$ cat src/design/ssad_pkg.sv
// ----------------------------------------------------------------------------
// ssad_pkg: shared types and constants of the autorange display
// Reciprocal constants for the decimal split, register map, glyph table.
// ----------------------------------------------------------------------------
package ssad_pkg;

	// field widths
	localparam int TEMP_W  = 17;
	localparam int CNT_W   = 16;
	localparam int SEG_W   = 7;
	localparam int POS_N   = 4;
	localparam int DIGIT_N = 5;

	// largest reading shown (999.99)
	localparam logic [TEMP_W-1:0] TEMP_MAX = 17'd99999;

	// reciprocal multipliers: x / d = (x * M) >> S, exact for x <= TEMP_MAX
	localparam int RECIP_W = 19;
	localparam int PROD_W  = TEMP_W + RECIP_W;
	localparam logic [RECIP_W-1:0] RECIP_DIV10    = 19'd419431;
	localparam logic [RECIP_W-1:0] RECIP_DIV100   = 19'd167773;
	localparam logic [RECIP_W-1:0] RECIP_DIV1000  = 19'd134218;
	localparam logic [RECIP_W-1:0] RECIP_DIV10000 = 19'd107375;
	localparam int SHIFT_DIV10    = 22;
	localparam int SHIFT_DIV100   = 24;
	localparam int SHIFT_DIV1000  = 27;
	localparam int SHIFT_DIV10000 = 30;

	// quotient widths (TEMP_MAX / 10^k)
	localparam int Q1_W = 14;
	localparam int Q2_W = 10;
	localparam int Q3_W = 7;
	localparam int Q4_W = 4;

	// decimal point scale codes
	localparam logic [1:0] SCALE_X_XX = 2'd0;
	localparam logic [1:0] SCALE_XX_X = 2'd1;
	localparam logic [1:0] SCALE_XXX  = 2'd2;

	// digit positions
	localparam logic [1:0] POS_FIRST  = 2'd0;
	localparam logic [1:0] POS_SECOND = 2'd1;
	localparam logic [1:0] POS_THIRD  = 2'd2;
	localparam logic [1:0] POS_DEGREE = 2'd3;

	// configuration map
	localparam int CFG_ADDR_W = 4;
	localparam int CFG_DATA_W = 32;
	localparam logic [1:0] REG_HOLD_PERIOD     = 2'd0;
	localparam logic [1:0] REG_BLINK_THRESHOLD = 2'd1;
	localparam logic [1:0] REG_BLINK_PERIOD    = 2'd2;

	localparam logic [CNT_W-1:0] HOLD_PERIOD_RST     = 16'd10;
	localparam logic [CNT_W-1:0] BLINK_THRESHOLD_RST = 16'd50;
	localparam logic [CNT_W-1:0] BLINK_PERIOD_RST    = 16'd100;

	// degree sign: segments a, b, f, g
	localparam logic [SEG_W-1:0] DEGREE_GLYPH = 7'h63;

	typedef logic [DIGIT_N-1:0][3:0] ssad_digits_t;

	typedef struct packed {
		logic [CNT_W-1:0] hold_period;
		logic [CNT_W-1:0] blink_threshold;
		logic [CNT_W-1:0] blink_period;
	} ssad_cfg_t;

	// one reading after the reciprocal multiply stage
	typedef struct packed {
		logic [TEMP_W-1:0] q0;
		logic [Q1_W-1:0]   q1;
		logic [Q2_W-1:0]   q2;
		logic [Q3_W-1:0]   q3;
		logic [Q4_W-1:0]   q4;
		logic [1:0]        scale;
		logic              alert_request;
		logic              force_load;
	} ssad_quot_t;

	// seven-segment pattern of a decimal digit, a..g in bits 0..6
	function automatic logic [SEG_W-1:0] glyph(input logic [3:0] digit);
		logic [SEG_W-1:0] seg;
		unique case (digit)
			4'd0: seg = 7'h3F;
			4'd1: seg = 7'h06;
			4'd2: seg = 7'h5B;
			4'd3: seg = 7'h4F;
			4'd4: seg = 7'h66;
			4'd5: seg = 7'h6D;
			4'd6: seg = 7'h7D;
			4'd7: seg = 7'h07;
			4'd8: seg = 7'h7F;
			4'd9: seg = 7'h6F;
			default: seg = 7'h3F;
		endcase
		return seg;
	endfunction

endpackage

$ cat src/design/ssad_sample_if.sv
// ----------------------------------------------------------------------------
// ssad_sample_if: reading channel
// Valid/ready channel carrying one refresh-tick request.
// ----------------------------------------------------------------------------
interface ssad_sample_if;
	logic                        valid;
	logic                        ready;
	logic [ssad_pkg::TEMP_W-1:0] temperature_hundredths;
	logic                        alert_request;
	logic                        force_load;

	modport source (
		output valid, temperature_hundredths, alert_request, force_load,
		input  ready
	);
	modport sink (
		input  valid, temperature_hundredths, alert_request, force_load,
		output ready
	);
endinterface

$ cat src/design/ssad_result_if.sv
// ----------------------------------------------------------------------------
// ssad_result_if: display drive channel
// Valid/ready channel carrying one multiplexed display drive word.
// ----------------------------------------------------------------------------
interface ssad_result_if;
	logic                       valid;
	logic                       ready;
	logic [ssad_pkg::SEG_W-1:0] segments;
	logic                       decimal_point;
	logic [ssad_pkg::POS_N-1:0] digit_enable;

	modport source (
		output valid, segments, decimal_point, digit_enable,
		input  ready
	);
	modport sink (
		input  valid, segments, decimal_point, digit_enable,
		output ready
	);
endinterface

$ cat src/design/seven_segment_autorange_display.sv
// A request accepted at the input passes the input register and the reciprocal multiply
// register, then digit split, counter update and output register, before its drive word
// is on the output. Throughput: one request per cycle while the result sink is ready.
// Reset (arst_n low) empties the pipeline, clears held value, counters, blank flag and
// position, and loads hold_period 10, blink_threshold 50, blink_period 100.
// ----------------------------------------------------------------------------
// seven_segment_autorange_display: autorange multiplexed temperature display
// Drives one of three digits or the degree sign per request, with held value,
// autoranged decimal point and alert blinking.
// ----------------------------------------------------------------------------
module seven_segment_autorange_display (
	input  logic                            clk,
	input  logic                            arst_n,
	ssad_sample_if.sink                     sample,
	ssad_result_if.source                   result,
	input  logic                            psel,
	input  logic                            penable,
	input  logic                            pwrite,
	input  logic [ssad_pkg::CFG_ADDR_W-1:0] paddr,
	input  logic [ssad_pkg::CFG_DATA_W-1:0] pwdata,
	output logic [ssad_pkg::CFG_DATA_W-1:0] prdata,
	output logic                            pready
);

	ssad_pkg::ssad_cfg_t  cfg;
	logic                 quot_valid;
	ssad_pkg::ssad_quot_t quot;
	logic                 disp_ready;

	ssad_regs u_regs (
		.clk     (clk),
		.arst_n  (arst_n),
		.psel    (psel),
		.penable (penable),
		.pwrite  (pwrite),
		.paddr   (paddr),
		.pwdata  (pwdata),
		.prdata  (prdata),
		.pready  (pready),
		.cfg     (cfg)
	);

	ssad_front u_front (
		.clk        (clk),
		.arst_n     (arst_n),
		.sample     (sample),
		.down_ready (disp_ready),
		.quot_valid (quot_valid),
		.quot       (quot)
	);

	ssad_display u_display (
		.clk        (clk),
		.arst_n     (arst_n),
		.cfg        (cfg),
		.quot_valid (quot_valid),
		.quot       (quot),
		.up_ready   (disp_ready),
		.result     (result)
	);

endmodule

$ cat src/design/ssad_regs.sv
// ----------------------------------------------------------------------------
// ssad_regs: configuration registers
// APB-style write/read of hold period, blink threshold and blink period.
// ----------------------------------------------------------------------------
module ssad_regs (
	input  logic                            clk,
	input  logic                            arst_n,
	input  logic                            psel,
	input  logic                            penable,
	input  logic                            pwrite,
	input  logic [ssad_pkg::CFG_ADDR_W-1:0] paddr,
	input  logic [ssad_pkg::CFG_DATA_W-1:0] pwdata,
	output logic [ssad_pkg::CFG_DATA_W-1:0] prdata,
	output logic                            pready,
	output ssad_pkg::ssad_cfg_t             cfg
);

	ssad_pkg::ssad_cfg_t cfg_q;
	logic [1:0]          reg_idx;
	logic                wr_en;

	assign reg_idx = paddr[3:2];
	assign wr_en   = psel && penable && pwrite;
	assign pready  = 1'b1;
	assign cfg     = cfg_q;

	// register writes; an index past the map is dropped
	always_ff @(posedge clk or negedge arst_n) begin
		if (!arst_n) begin
			cfg_q.hold_period     <= ssad_pkg::HOLD_PERIOD_RST;
			cfg_q.blink_threshold <= ssad_pkg::BLINK_THRESHOLD_RST;
			cfg_q.blink_period    <= ssad_pkg::BLINK_PERIOD_RST;
		end else if (wr_en) begin
			unique case (reg_idx)
				ssad_pkg::REG_HOLD_PERIOD:     cfg_q.hold_period     <= pwdata[15:0];
				ssad_pkg::REG_BLINK_THRESHOLD: cfg_q.blink_threshold <= pwdata[15:0];
				ssad_pkg::REG_BLINK_PERIOD:    cfg_q.blink_period    <= pwdata[15:0];
				default: ;
			endcase
		end
	end

	// read back
	always_comb begin
		unique case (reg_idx)
			ssad_pkg::REG_HOLD_PERIOD:     prdata = {16'b0, cfg_q.hold_period};
			ssad_pkg::REG_BLINK_THRESHOLD: prdata = {16'b0, cfg_q.blink_threshold};
			ssad_pkg::REG_BLINK_PERIOD:    prdata = {16'b0, cfg_q.blink_period};
			default:                       prdata = '0;
		endcase
	end

endmodule

$ cat src/design/ssad_front.sv
// ----------------------------------------------------------------------------
// ssad_front: input register and decimal quotient stage
// Clamps the reading, picks the scale and forms t/10..t/10000 by reciprocal
// multiplies, registered for the display stage.
// ----------------------------------------------------------------------------
module ssad_front (
	input  logic                   clk,
	input  logic                   arst_n,
	ssad_sample_if.sink            sample,
	input  logic                   down_ready,
	output logic                   quot_valid,
	output ssad_pkg::ssad_quot_t   quot
);

	logic                        valid_s1;
	logic [ssad_pkg::TEMP_W-1:0] temp_s1;
	logic                        alert_s1;
	logic                        force_s1;
	logic                        valid_s2;
	ssad_pkg::ssad_quot_t        quot_s2;
	logic                        ready_s1;
	logic                        ready_s2;
	logic [ssad_pkg::TEMP_W-1:0] temp_clamp;
	logic [ssad_pkg::PROD_W-1:0] prod10;
	logic [ssad_pkg::PROD_W-1:0] prod100;
	logic [ssad_pkg::PROD_W-1:0] prod1000;
	logic [ssad_pkg::PROD_W-1:0] prod10000;
	ssad_pkg::ssad_quot_t        quot_nxt;

	// each stage moves when it is empty or the next one takes
	assign ready_s2     = !valid_s2 || down_ready;
	assign ready_s1     = !valid_s1 || ready_s2;
	assign sample.ready = ready_s1;
	assign quot_valid   = valid_s2;
	assign quot         = quot_s2;

	// input register
	always_ff @(posedge clk or negedge arst_n) begin
		if (!arst_n) begin
			valid_s1 <= 1'b0;
		end else if (ready_s1) begin
			valid_s1 <= sample.valid;
		end
	end

	always_ff @(posedge clk) begin
		if (ready_s1 && sample.valid) begin
			temp_s1  <= sample.temperature_hundredths;
			alert_s1 <= sample.alert_request;
			force_s1 <= sample.force_load;
		end
	end

	// clamp, scale and quotients
	always_comb begin
		temp_clamp = (temp_s1 > ssad_pkg::TEMP_MAX) ? ssad_pkg::TEMP_MAX : temp_s1;
		prod10     = ssad_pkg::PROD_W'(temp_clamp) * ssad_pkg::PROD_W'(ssad_pkg::RECIP_DIV10);
		prod100    = ssad_pkg::PROD_W'(temp_clamp) * ssad_pkg::PROD_W'(ssad_pkg::RECIP_DIV100);
		prod1000   = ssad_pkg::PROD_W'(temp_clamp) * ssad_pkg::PROD_W'(ssad_pkg::RECIP_DIV1000);
		prod10000  = ssad_pkg::PROD_W'(temp_clamp)
			* ssad_pkg::PROD_W'(ssad_pkg::RECIP_DIV10000);

		quot_nxt.q0 = temp_clamp;
		quot_nxt.q1 = prod10[ssad_pkg::SHIFT_DIV10 +: ssad_pkg::Q1_W];
		quot_nxt.q2 = prod100[ssad_pkg::SHIFT_DIV100 +: ssad_pkg::Q2_W];
		quot_nxt.q3 = prod1000[ssad_pkg::SHIFT_DIV1000 +: ssad_pkg::Q3_W];
		quot_nxt.q4 = prod10000[ssad_pkg::SHIFT_DIV10000 +: ssad_pkg::Q4_W];

		if (temp_clamp >= 17'd10000) begin
			quot_nxt.scale = ssad_pkg::SCALE_XXX;
		end else if (temp_clamp >= 17'd1000) begin
			quot_nxt.scale = ssad_pkg::SCALE_XX_X;
		end else begin
			quot_nxt.scale = ssad_pkg::SCALE_X_XX;
		end
		quot_nxt.alert_request = alert_s1;
		quot_nxt.force_load    = force_s1;
	end

	// quotient register
	always_ff @(posedge clk or negedge arst_n) begin
		if (!arst_n) begin
			valid_s2 <= 1'b0;
		end else if (ready_s2) begin
			valid_s2 <= valid_s1;
		end
	end

	always_ff @(posedge clk) begin
		if (ready_s2 && valid_s1) begin
			quot_s2 <= quot_nxt;
		end
	end

endmodule

$ cat src/design/ssad_display.sv
// ----------------------------------------------------------------------------
// ssad_display: hold, blink and multiplex stage
// Splits the reading into digits, updates hold and blink counters, picks the
// active position and registers the drive word.
// ----------------------------------------------------------------------------
module ssad_display (
	input  logic                 clk,
	input  logic                 arst_n,
	input  ssad_pkg::ssad_cfg_t  cfg,
	input  logic                 quot_valid,
	input  ssad_pkg::ssad_quot_t quot,
	output logic                 up_ready,
	ssad_result_if.source        result
);

	// state
	ssad_pkg::ssad_digits_t       held_q;
	logic [ssad_pkg::CNT_W-1:0]   hold_cnt_q;
	logic [ssad_pkg::CNT_W-1:0]   blink_cnt_q;
	logic                         blank_q;
	logic [1:0]                   pos_q;
	logic                         out_valid_q;
	logic [ssad_pkg::SEG_W-1:0]   segments_q;
	logic                         dp_q;
	logic [ssad_pkg::POS_N-1:0]   enable_q;

	logic                         fire;
	ssad_pkg::ssad_digits_t       new_digits;
	ssad_pkg::ssad_digits_t       held_nxt;
	logic [ssad_pkg::CNT_W-1:0]   hold_base;
	logic [ssad_pkg::CNT_W:0]     hold_inc;
	logic [ssad_pkg::CNT_W-1:0]   hold_nxt;
	logic [ssad_pkg::CNT_W:0]     blink_inc;
	logic [ssad_pkg::CNT_W-1:0]   blink_nxt;
	logic                         blank_nxt;
	logic [3:0]                   digit;
	logic [ssad_pkg::SEG_W-1:0]   seg_nxt;
	logic                         dp_nxt;
	logic [ssad_pkg::POS_N-1:0]   en_nxt;

	assign up_ready = !out_valid_q || result.ready;
	assign fire     = quot_valid && up_ready;

	// decimal digits: d_k = q_k - 10 * q_(k+1)
	always_comb begin
		new_digits[0] = 4'(quot.q0 - 17'(quot.q1) * 17'd10);
		new_digits[1] = 4'(quot.q1 - 14'(quot.q2) * 14'd10);
		new_digits[2] = 4'(quot.q2 - 10'(quot.q3) * 10'd10);
		new_digits[3] = 4'(quot.q3 - 7'(quot.q4) * 7'd10);
		new_digits[4] = quot.q4;
	end

	// hold period and blink counters
	always_comb begin
		hold_base = quot.force_load ? '0 : hold_cnt_q;
		held_nxt  = (hold_base == '0) ? new_digits : held_q;
		hold_inc  = {1'b0, hold_base} + 17'd1;
		hold_nxt  = (hold_inc >= {1'b0, cfg.hold_period}) ? '0 : hold_inc[ssad_pkg::CNT_W-1:0];

		blink_inc = {1'b0, blink_cnt_q} + 17'd1;
		blink_nxt = (blink_inc >= {1'b0, cfg.blink_period})
			? '0 : blink_inc[ssad_pkg::CNT_W-1:0];

		if (!quot.alert_request) begin
			blank_nxt = 1'b0;
		end else if (blank_q) begin
			blank_nxt = !(blink_cnt_q > cfg.blink_threshold);
		end else begin
			blank_nxt = blink_cnt_q < cfg.blink_threshold;
		end
	end

	// digit selection; an over-range first digit shows as zero
	always_comb begin
		digit = '0;
		unique case (quot.scale)
			ssad_pkg::SCALE_X_XX: begin
				unique case (pos_q)
					ssad_pkg::POS_FIRST:
						digit = (held_nxt[4] != '0 || held_nxt[3] != '0) ? 4'd0 : held_nxt[2];
					ssad_pkg::POS_SECOND: digit = held_nxt[1];
					default:              digit = held_nxt[0];
				endcase
			end
			ssad_pkg::SCALE_XX_X: begin
				unique case (pos_q)
					ssad_pkg::POS_FIRST:  digit = (held_nxt[4] != '0) ? 4'd0 : held_nxt[3];
					ssad_pkg::POS_SECOND: digit = held_nxt[2];
					default:              digit = held_nxt[1];
				endcase
			end
			default: begin
				unique case (pos_q)
					ssad_pkg::POS_FIRST:  digit = held_nxt[4];
					ssad_pkg::POS_SECOND: digit = held_nxt[3];
					default:              digit = held_nxt[2];
				endcase
			end
		endcase

		if (pos_q == ssad_pkg::POS_DEGREE) begin
			seg_nxt = ssad_pkg::DEGREE_GLYPH;
			dp_nxt  = 1'b0;
		end else begin
			seg_nxt = ssad_pkg::glyph(digit);
			dp_nxt  = (quot.scale == pos_q);
		end
		en_nxt = ssad_pkg::POS_N'(1) << pos_q;

		if (blank_nxt) begin
			seg_nxt = '0;
			dp_nxt  = 1'b0;
			en_nxt  = '0;
		end
	end

	// state and output register
	always_ff @(posedge clk or negedge arst_n) begin
		if (!arst_n) begin
			held_q      <= '0;
			hold_cnt_q  <= '0;
			blink_cnt_q <= '0;
			blank_q     <= 1'b0;
			pos_q       <= ssad_pkg::POS_FIRST;
			out_valid_q <= 1'b0;
		end else begin
			if (up_ready) begin
				out_valid_q <= quot_valid;
			end
			if (fire) begin
				held_q      <= held_nxt;
				hold_cnt_q  <= hold_nxt;
				blink_cnt_q <= blink_nxt;
				blank_q     <= blank_nxt;
				pos_q       <= pos_q + 2'd1;
			end
		end
	end

	always_ff @(posedge clk) begin
		if (fire) begin
			segments_q <= seg_nxt;
			dp_q       <= dp_nxt;
			enable_q   <= en_nxt;
		end
	end

	assign result.valid         = out_valid_q;
	assign result.segments      = segments_q;
	assign result.decimal_point = dp_q;
	assign result.digit_enable  = enable_q;

`ifndef SYNTHESIS
	// at most one position driven
	a_enable_onehot: assert property (@(posedge clk) disable iff (!arst_n)
		out_valid_q |-> $onehot0(enable_q))
		else $error("digit_enable not one-hot");

	// a blanked word carries no lit segment or point
	a_blank_dark: assert property (@(posedge clk) disable iff (!arst_n)
		(out_valid_q && enable_q == '0) |-> (segments_q == '0 && !dp_q))
		else $error("blanked word has lit segments");

	// position steps once per request taken
	a_pos_step: assert property (@(posedge clk) disable iff (!arst_n)
		fire |=> pos_q == $past(pos_q) + 2'd1)
		else $error("position did not advance");

	// held digits stay decimal
	a_held_decimal: assert property (@(posedge clk) disable iff (!arst_n)
		held_q[0] < 4'd10 && held_q[1] < 4'd10 && held_q[2] < 4'd10
		&& held_q[3] < 4'd10 && held_q[4] < 4'd10)
		else $error("held digit above nine");
`endif

endmodule

$ cat src/flat_wrapper.sv
// flat-port wrapper written by rule: the top's interface ports become plain ports
module seven_segment_autorange_display_flat 
  (clk, arst_n, psel, penable, pwrite, paddr, pwdata, prdata, pready, sample_valid, sample_temperature_hundredths, sample_alert_request, sample_force_load, sample_ready, result_valid, result_segments, result_decimal_point, result_digit_enable, result_ready);
  ssad_sample_if sample_i ();
  ssad_result_if result_i ();
  input  logic clk;
  input  logic arst_n;
  input  logic psel;
  input  logic penable;
  input  logic pwrite;
  input  logic [ssad_pkg::CFG_ADDR_W-1:0] paddr;
  input  logic [ssad_pkg::CFG_DATA_W-1:0] pwdata;
  output logic [ssad_pkg::CFG_DATA_W-1:0] prdata;
  output logic pready;
  input wire logic [$bits(sample_i.valid)-1:0] sample_valid;
  input wire logic [$bits(sample_i.temperature_hundredths)-1:0] sample_temperature_hundredths;
  input wire logic [$bits(sample_i.alert_request)-1:0] sample_alert_request;
  input wire logic [$bits(sample_i.force_load)-1:0] sample_force_load;
  output wire logic [$bits(sample_i.ready)-1:0] sample_ready;
  output wire logic [$bits(result_i.valid)-1:0] result_valid;
  output wire logic [$bits(result_i.segments)-1:0] result_segments;
  output wire logic [$bits(result_i.decimal_point)-1:0] result_decimal_point;
  output wire logic [$bits(result_i.digit_enable)-1:0] result_digit_enable;
  input wire logic [$bits(result_i.ready)-1:0] result_ready;
  assign sample_i.valid = sample_valid;
  assign sample_i.temperature_hundredths = sample_temperature_hundredths;
  assign sample_i.alert_request = sample_alert_request;
  assign sample_i.force_load = sample_force_load;
  assign sample_ready = sample_i.ready;
  assign result_valid = result_i.valid;
  assign result_segments = result_i.segments;
  assign result_decimal_point = result_i.decimal_point;
  assign result_digit_enable = result_i.digit_enable;
  assign result_i.ready = result_ready;
  seven_segment_autorange_display u_core (.clk(clk), .arst_n(arst_n), .sample(sample_i), .result(result_i), .psel(psel), .penable(penable), .pwrite(pwrite), .paddr(paddr), .pwdata(pwdata), .prdata(prdata), .pready(pready));
endmodule
$ cat config.mk
export PLATFORM = sky130hd
export DESIGN_NAME = seven_segment_autorange_display_flat
export DESIGN_NICKNAME = d
export VERILOG_FILES = /design/src/design/ssad_pkg.sv /design/src/design/ssad_sample_if.sv /design/src/design/ssad_result_if.sv /design/src/design/seven_segment_autorange_display.sv /design/src/design/ssad_regs.sv /design/src/design/ssad_front.sv /design/src/design/ssad_display.sv /design/src/flat_wrapper.sv
export SDC_FILE = /design/constraint.sdc
export NUM_CORES = 1
export LEC_CHECK = 0
export BUFFER_PORTS_ARGS = -buffer_cell sky130_fd_sc_hd__buf_2
export CORE_MARGIN = 4
export CORE_UTILIZATION = 30
export DETAILED_ROUTE_END_ITERATION = 10
export PLACE_DENSITY_LB_ADDON = 0.1
export SLEW_MARGIN = 20
export SYNTH_ARGS = -nofsm -noshare
export SYNTH_HDL_FRONTEND = slang
export SYNTH_SLANG_ARGS = --single-unit
$ cat constraint.sdc
create_clock -name clk -period 8.6 [get_ports clk]
set_input_delay 0.86 -clock clk [delete_from_list [all_inputs] [get_ports clk]]
set_output_delay 0.86 -clock clk [all_outputs]
set_load 0.02 [all_outputs]
== Word level (Yosys, flattened, before mapping) ==
Memory sizes are Yosys's and may differ from the RTL's.
Cells that the tools add are included.
Cells by class
  add/sub/neg operators: 7
  multipliers: 8
  order comparisons: 7
  equality and inequality tests: 6
  shift operators: 1
  mux-type cells: 16
  reductions and logical operators: 23
Operator list (count)
  $mux W16: 3
  $pmux W16 S3: 1
  $mul A17 B19 Y36 const B: 1
  $add A16 B1 Y17 const B: 2
  $ge A17 B16 Y1: 2
  $mul A17 B17 Y34 const B: 1
  $mul A17 B18 Y34 const B: 1
  $mul A17 B17 Y33 const B: 1
  $pmux W4 S2: 4
  $mux W20: 1
  $ge A17 B10 Y1 const B: 1
  $ge A17 B14 Y1 const B: 1
  $gt A17 B17 Y1 const B: 1
  $mux W17: 1
  $gt A16 B16 Y1: 1
  $logic_not A16 Y1: 1
  $lt A16 B16 Y1: 1
  $sub A4 B4 Y4: 4
  $mul A14 B3 Y3 const B: 1
  $mul A10 B3 Y3 const B: 1
  $mux W4: 2
  $reduce_bool A4 Y1: 2
  $mul A7 B3 Y3 const B: 1
  $mux W7: 1
  13 further kinds: 32
Storage, ports and cells
  register bits: 180
  ROM bits: 112
  input port bits: 62
  output and inout port bits: 47
  word-level logic and storage cells: 99
  memories kept: 1
Memories
  (no name shown): words 16, bits a word 7, read ports 1, clocked after memory_dff 0, write ports 0, RTL line ssad_pkg.sv:83  | unique case (digit)

== Depth between registers and ports, before layout ==
Gate-level depths: netlist (run 1).
An unclocked memory read counts as a cell.
  depth after elaboration: 10
  depth in mapped cells: 27
  depth with buffers taken out: 27

== Hierarchy ==
Synthesis (run 1) repeated with hierarchy kept, for this count alone.
Unflattened totals
  cell total of the unflattened synthesis: 2661
  area total of the unflattened synthesis: 27674.0 µm²
Modules (own cells, without submodules)
  ssad_front: instances 1, cells each 1883, area an instance 19757.7 µm², seq. area each 2302.2 µm²
  ssad_display: instances 1, cells each 600, area an instance 5574.1 µm², seq. area each 1761.7 µm²
  ssad_regs: instances 1, cells each 178, area an instance 2342.2 µm², seq. area each 1211.2 µm²

== Worst setup path after synthesis (run 1) ==
Ideal clock, no wire load.
  path kind: reg-to-reg
  start: reg u_core.u_front.temp_s1[5] in the netlist's numbering
  end: reg u_core.u_front.quot_s2 (netlist bit u_core.u_front.quot[18]) (data pin)
  setup time: 0.260 ns
  data arrival time: 6.595 ns
  required time: 8.340 ns
  setup slack: 1.745 ns
  stages on the path, launching flop included: 26
  path buffers: 0
  period minus slack after synthesis: 6.855 ns
  cell sequence: edfxtp_1 -> o21a_1 -> o211ai_1 -> a21oi_1 -> nor2_1 -> inv_1 -> fa_1 -> ha_1 -> inv_1 -> fa_1 -> inv_1 -> fa_1 -> fa_1 -> inv_1 -> fa_1 -> inv_1 -> ha_1 -> a21o_1 -> a21o_1 -> a21o_1 -> a21o_1 -> a221o_1 -> a41oi_1 -> a21oi_1 -> a21oi_1 -> xnor2_1
Between the ends
  cells in the longest elaborated chain, start to end: 3
Ends and longest elaborated chain
  start, declared: RTL line ssad_front.sv:16  | logic [ssad_pkg::TEMP_W-1:0] temp_s1;
  start signal, assigned: RTL line ssad_front.sv:48  | temp_s1 <= sample.temperature_hundredths;
  $gt A17 B17 Y1: RTL line ssad_front.sv:56  | temp_clamp = (temp_s1 > ssad_pkg::TEMP_MAX) ? ssad_pkg::TEMP_MAX : temp_s1;
  $mux W17 *: RTL line ssad_front.sv:56
  $mul A17 B18 Y34 *: RTL line ssad_front.sv:58  | prod100 = ssad_pkg::PROD_W'(temp_clamp) * ssad_pkg::PROD_W'(ssad_pkg::RECIP_DIV100);
  net u_core.u_front.prod100 (one bit): RTL line ssad_front.sv:25  | logic [ssad_pkg::PROD_W-1:0] prod100;
  end signal, assigned: RTL line ssad_front.sv:91  | quot_s2 <= quot_nxt;
  end, declared: RTL line ssad_front.sv:20  | ssad_pkg::ssad_quot_t quot_s2;
The timed path passes the listed nets; every way through them passes the cells marked *.
A chain may end at the register's enable or synchronous reset.

==> impl_metrics.tcl, run 1 <==
set metrics [dict create \
    yosysTopAreaCell "fa_1" \
    dr.pass1.iters 5 \
    synth_top_family_by_area "adder cells" \
    remaining_drc_errors 0 \
    startpoint "u_core.u_front.temp_s1[5]$_DFFE_PP_" \
    use_met1_pct 23.6 \
    diodes 0 \
    routedWlPerCell_microns 19.2 \
    yosysSeqAreaShare_pct 17.5 \
    synthTopCellsByArea "fa_1 (28%), ha_1 (24%), inv_1 (10%)" \
    dieArea_sq_um 87000 \
    fillers 8327 \
    ant_nets 0 \
    die_h_microns 295 \
    syn_area_per_cell_sq_um 10.1 \
    rsz0062_at_grt "no" \
    final_cell_mix "inv_1 (666), ha_1 (471), fa_1 (342)" \
    ctsRootBufferMaster "clkbuf_16" \
    ir_drop_mv 0.287 \
    grt_max_degree 55 \
    p_int_mw 5.41 \
    pwr-share-comb_pct 81.6 \
    pwr_density_cell_nw_per_um2 406 \
    clockPowerShare_pct 7.1 \
    fin_skew_ns 0.0208 \
    period_share_pct 86.9 \
    grtUsageMet2_pct 28.6 \
    start_kind "flip-flop" \
    synthSimpleGateAreaFrac_pct 6.90 \
    dp_hpwl_mm 58.9 \
    hold_viol_final 0 \
    layout_min_cycle_time_ns 7.47 \
    worstPathArrival_ns 7.70 \
    initial_core_util_pct 30.5 \
    finalNetCount 3427 \
    postLayoutCoreUtil_pct 33.5 \
    tightest_slew_ns 1.07 \
    htreeDepth 4 \
    gp_congestion 0.843 \
    grt-busiest-layer "met2" \
    rows 104 \
    grt.overflow.total 0 \
    cts-resized-gates 0 \
    insertion_delay_ns 0.49 \
    clkSinkCount 161 \
    synthFlopType "dfrtp_1" \
    synth_edf_count 55 \
    synthAdderAreaFrac_pct 51.6 \
    r2r_setup_slack_ns 1.13 \
    synthXorXnorAreaFrac_pct 2.80 \
    finalWirelength_mm 69.7 \
    net-switching-power_mw 5.60 \
    ys_types 74 \
    antenna_found_initial 1 \
    postCtsSetupRepairBufs 0 \
    die_width_microns 295 \
    hold_class "in2async" \
    swShare_pct 50.9 \
    yosysWarnings 0 \
    drtIter0Drc 699 \
    io_buffers 73 \
    cp_max_fo 7 \
    max-cap-violations 0 \
    tns_ns 0 \
    pin_count 109 \
    ctsLongestPathBuffers 2 \
    cts_tree "yes" \
    p_leak_nw 14.2 \
    cts_buffers 17 \
    first_global_vias 18100 \
    grt_first_pass_wirelength_mm 110 \
    core_sq_um 81100 \
    slew_viol_final 0 \
    syn-cell-area_sq_um 24700 \
    cp.required_ns 8.83 \
    vias 16600 \
    setup_viol 0 \
    final_common_cell "inv_1" \
    endpoint_kind "flip-flop" \
    synth-seq-cells 161 \
    async_reset_ff_share_pct 65.8 \
    netlist_instances 2450 \
    synth_compound_area_share_pct 7.35 \
    seqPwrFrac_pct 11.4 \
    routed_via_density 4.59 \
    synth_top_area_share_pct 27.7 \
    drive_gt1_share_pct 8.54 \
    syn2layout_area_growth_pct 9.82 \
    max_freq_ghz 0.134 \
    synth.area.mux_share_pct 2.69 \
    path_class "reg2reg" \
    cts_hold_buffers 0 \
    clkSlewWorstSetupHoldPaths_ns 0.08 \
    met3_usage_pct 1.86 \
    timing.rr.start "u_core.u_front.temp_s1[5]$_DFFE_PP_" \
    grt.total_usage_pct 16.8 \
    status "finished, final reports clean" \
    maxSlewHeadroom_pct 28.4 \
]
[final timing paths]
| check | to | cells after the start |
|---|---|---|
| setup / recovery | u_core.u_front.quot[7]$_DFFE_PP_ | 24 |
| hold / removal | u_core.u_regs.cfg[26]$_DFFE_PN0P_ | 1 |
| setup reg to reg | u_core.u_front.quot[7]$_DFFE_PP_ | 24 |
| hold reg to reg | u_core.u_front.quot[1]$_DFFE_PP_ | 0 |
| max in group asynchronous | u_core.u_display.held_q[0]$_DFFE_PN0P_ | 2 |
| min in group clk | u_core.u_front.quot[1]$_DFFE_PP_ | 0 |
[power by group through the flow]
stage,Clock (mW),Sequential [mW],Combinational [mW]
after floorplan,0,1.24,6.63
after global placement,0,1.27,9.00
after detailed placement,0,1.27,9.01
after CTS,0.814,1.26,9.17
after global routing,0.842,1.28,10.6
final,0.778,1.25,8.98
[cell usage after synthesis, types with 37 or more instances]
| library cell | instances |
|---|---|
| a21oi_1 | 60 |
| nor2_1 | 58 |
| inv_1 | 666 |
| fa_1 | 342 |
| nand3_1 | 37 |
| ha_1 | 471 |
| mux2_2 | 40 |
| edfxtp_1 | 55 |
| nand2_1 | 115 |
| dfrtp_1 | 98 |
| xnor2_1 | 54 |
| o21ai_0 | 88 |
[state kept, by name, summed over array words and instances, names as in the netlist]
signal                                 count
u_core.u_front.quot_valid                  1
u_core.u_display.result.valid              1
u_core.u_display.blank_q                   1
u_core.u_display.held_q                   20
u_core.u_display.pos_q                     2
u_core.u_regs.cfg                         48
u_core.u_front.valid_s1                    1
u_core.u_display.result.digit_enable       4
u_core.u_front.force_s1                    1
u_core.u_display.hold_cnt_q               16
u_core.u_display.result.segments           7
u_core.u_front.alert_s1                    1
u_core.u_front.temp_s1                    17
u_core.u_display.result.decimal_point      1
u_core.u_display.blink_cnt_q              16
u_core.u_front.quot                       24
[kinds of logic (layout without fill, tap and decap cells)]
logic type | count (synthesis) | count (layout)
flip-flops | 161 | 161
AO/OA/AOI/OAI | 276 | 276
buffers and inverters | 717 | 816
XOR/XNOR | 79 | 79
other | 2 | 17
adder cells (fa/ha/maj) | 813 | 813
AND/OR/NAND/NOR | 341 | 341
multiplexers | 61 | 61
[worst max-delay path, stage by stage (launching register included)]
cell      delay [ns]
edfxtp_1        0.35
o21a_1          0.13
o211ai_1        0.10
a21o_1          0.26
buf_4           0.19
nand2b_1        0.37
buf_4           0.29
ha_1            0.64
inv_1           0.30
fa_1            0.54
fa_1            0.51
inv_1           0.05
fa_1            0.55
fa_1            0.54
fa_1            0.53
ha_1            0.33
a21oi_1         0.15
o22ai_1         0.09
o21ai_0         0.17
nand3b_1        0.13
a21oi_1         0.16
nand2_1         0.18
or3_1           0.37
a31oi_1         0.20
xnor2_1         0.08
[stage by stage]
stage                     power (mW)  hold slack, ns  setup slack (ns)  cells  cell area [sq um]
after floorplan                 7.87           0.400              1.74   2465              24800
after global placement          10.3           0.429              1.09   3593              26600
after detailed placement        10.3           0.417              1.09   3593              26600
after CTS                       11.2           0.424              1.01   3624              27100
after global routing            12.7           0.453             0.612   3624              27100
final                           11.0           0.422              1.13   3624              27100
[routing by layer]
layer	up-vias	share of wire (%)
li1	7992	-
met1	8375	48
met2	238	48
met3	39	2.6
met4	0	0.95
met5	-	0
[final cells by class]
class | count | area [sq um] | area share (%)
clock inverter | 14 | 149 | 0.549
clock buffer | 17 | 425 | 1.57
inverter | 667 | 2500 | 9.23
tap | 1060 | 1330 | 4.89
timing repair buffer | 118 | 706 | 2.60
sequential | 161 | 4310 | 15.9
multi-input combinational | 1587 | 17700 | 65.3
No activity file was read; power rests on OpenSTA's default activity.
==> run 2, diff against run 1 <==
--- a/config.mk
+++ b/config.mk
@@ -11,4 +11,5 @@
 export DETAILED_ROUTE_END_ITERATION = 10
 export PLACE_DENSITY_LB_ADDON = 0.1
+export RECOVER_POWER = 100
 export SLEW_MARGIN = 20
 export SYNTH_ARGS = -nofsm -noshare
==> constraint.sdc (replaced) <==
create_clock -name clk -period 8.6 [get_ports clk]
set_input_delay 1.72 -clock clk [delete_from_list [all_inputs] [get_ports clk]]
set_output_delay 1.72 -clock clk [all_outputs]
set_load 0.02 [all_outputs]
==> impl_metrics.tcl, run 2 (synthesized netlist as in run 1, its figures left out) <==
set metrics [dict create \
    grt.overflow.total 0 \
    dp_hpwl_mm 59.1 \
    vias 16700 \
    htreeDepth 4 \
    first_global_vias 18200 \
    path_class "reg2reg" \
    grt_max_degree 63 \
    cts_hold_buffers 0 \
    ir_drop_mv 0.252 \
    final_cell_mix "inv_1 (666), ha_1 (471), fa_1 (342)" \
    die_h_microns 295 \
    grt.total_usage_pct 17.0 \
    routedWlPerCell_microns 19.5 \
    worstPathCellList "o21a_1 > o211ai_1 > a21o_1 > nand2b_1 > clkbuf_1 > ha_1 > inv_1 > fa_1 > fa_1 > inv_1 > fa_1 > fa_1 > fa_1 > ha_1 > a21oi_1 > o22ai_1 > o21ai_0 > nand3b_1 > a21oi_1 > nand2_1 > or3_1 > a31oi_1 > xnor2_1" \
    crit_buf_inv 3 \
    finalNetCount 3429 \
    grt_first_pass_wirelength_mm 111 \
    postCtsSetupRepairBufs 0 \
    antenna_found_initial 1 \
    largest_register_ffs 48 \
    tightest_slew_ns 3.58 \
    routed_via_density 4.60 \
    pin_count 109 \
    remaining_drc_errors 0 \
    p_leak_nw 14.0 \
    core_sq_um 81100 \
    ant_nets 0 \
    ctsRootBufferMaster "clkbuf_16" \
    max_stage_delay_ns 0.72 \
    r2r_setup_slack_ns 0.75 \
    die_width_microns 295 \
    rsz0062_at_grt "no" \
    io_buffers 73 \
    cts_tree "yes" \
    worst_hold_slack_ns 0.433 \
    tns_ns 0 \
    max-cap-violations 6 \
    drive_gt1_share_pct 6.51 \
    cts-resized-gates 0 \
    hold_class "reg2reg" \
    dieArea_sq_um 87000 \
    layout_min_cycle_time_ns 7.85 \
    dr.pass1.iters 5 \
    rows 104 \
    max_freq_ghz 0.127 \
    diodes 0 \
    cts_buffers 17 \
    worstPathArrival_ns 8.07 \
    setup_viol 0 \
    start_kind "flip-flop" \
    insertion_delay_ns 0.48 \
    period_share_pct 91.3 \
    fin_skew_ns 0.0219 \
    final_common_cell "inv_1" \
    endpoint_kind "flip-flop" \
    gp_congestion 0.857 \
    cp.required_ns 8.82 \
    hold_viol_final 0 \
    critical_path.slowest_cell "ha_1" \
    clkSinkCount 161 \
    crit_family "adder cells" \
    cp_common_cell "fa_1" \
    maxSlewHeadroom_pct -138 \
    initial_core_util_pct 30.5 \
    finalWirelength_mm 70.9 \
    cp_max_fo 7 \
    ctsLongestPathBuffers 2 \
    slew_viol_final 201 \
    status "finished with violations" \
    drtIter0Drc 770 \
    violations "capacitance limit, slew limit" \
    pwr_density_cell_nw_per_um2 409 \
    syn2layout_area_growth_pct 9.40 \
    clkSlewWorstSetupHoldPaths_ns 0.08 \
]
run 2: cell count changes in the layout (fill, tap and decap cells not counted), sizes merged:
cell and change:
clkinv +2, buf -45, inv -2, bufinv -1
clkbuf +49
run 2: final timing paths:
kind | start | to | depth (start not counted)
worst max-delay path | u_core.u_front.temp_s1[7]$_DFFE_PP_ | u_core.u_front.quot[7]$_DFFE_PP_ | 23
worst min-delay path | u_core.u_front.alert_s1$_DFFE_PP_ | u_core.u_front.quot[1]$_DFFE_PP_ | 0
worst max register to register | u_core.u_front.temp_s1[7]$_DFFE_PP_ | u_core.u_front.quot[7]$_DFFE_PP_ | 23
worst min register to register | u_core.u_front.alert_s1$_DFFE_PP_ | u_core.u_front.quot[1]$_DFFE_PP_ | 0
max in group asynchronous | arst_n | u_core.u_display.held_q[9]$_DFFE_PN0P_ | 2
min in group asynchronous | arst_n | u_core.u_regs.cfg[10]$_DFFE_PN0P_ | 1
run 2: through the flow:
| step | total power, mW | utilization (%) | cell area [sq um] | std cells | setup WS [ns] |
|---|---|---|---|---|---|
| after floorplan | 7.87 | - | 24800 | 2465 | 1.74 |
| after global placement | 10.3 | 32.8 | 26600 | 3595 | 0.995 |
| after detailed placement | 10.3 | 32.8 | 26600 | 3595 | 0.973 |
| after CTS | 11.3 | 33.5 | 27100 | 3627 | 0.946 |
| after global routing | 12.7 | 33.3 | 27000 | 3627 | 0.410 |
| final | 11.1 | 33.3 | 27000 | 3627 | 0.748 |
run 2: where the power goes:
part           switching [mW]  internal (mW)  total (mW)
Combinational            5.13           3.89        9.02
Sequential              0.143           1.11        1.25
Clock                   0.401          0.390       0.790
run 2: layer usage:
| metal | GRT usage (%) | wire length [microns] | vias up | part of all wire [%] |
|---|---|---|---|---|
| li1 | - | - | 7985 | - |
| met1 | 23.6 | 33600 | 8364 | 47 |
| met2 | 28.5 | 33600 | 273 | 47 |
| met3 | 2.18 | 2600 | 47 | 3.7 |
| met4 | 3.61 | 1110 | 0 | 1.6 |
| met5 | 0 | 0 | - | 0 |
run 2: final cells by class:
type	instances	area (sq um)
flip-flops and latches	161	4310
inverters	667	2500
clock inverters	13	124
repair buffers	120	629
well taps	1060	1330
clock buffers	19	443
fillers	8438	54000
multi-input cells	1587	17700
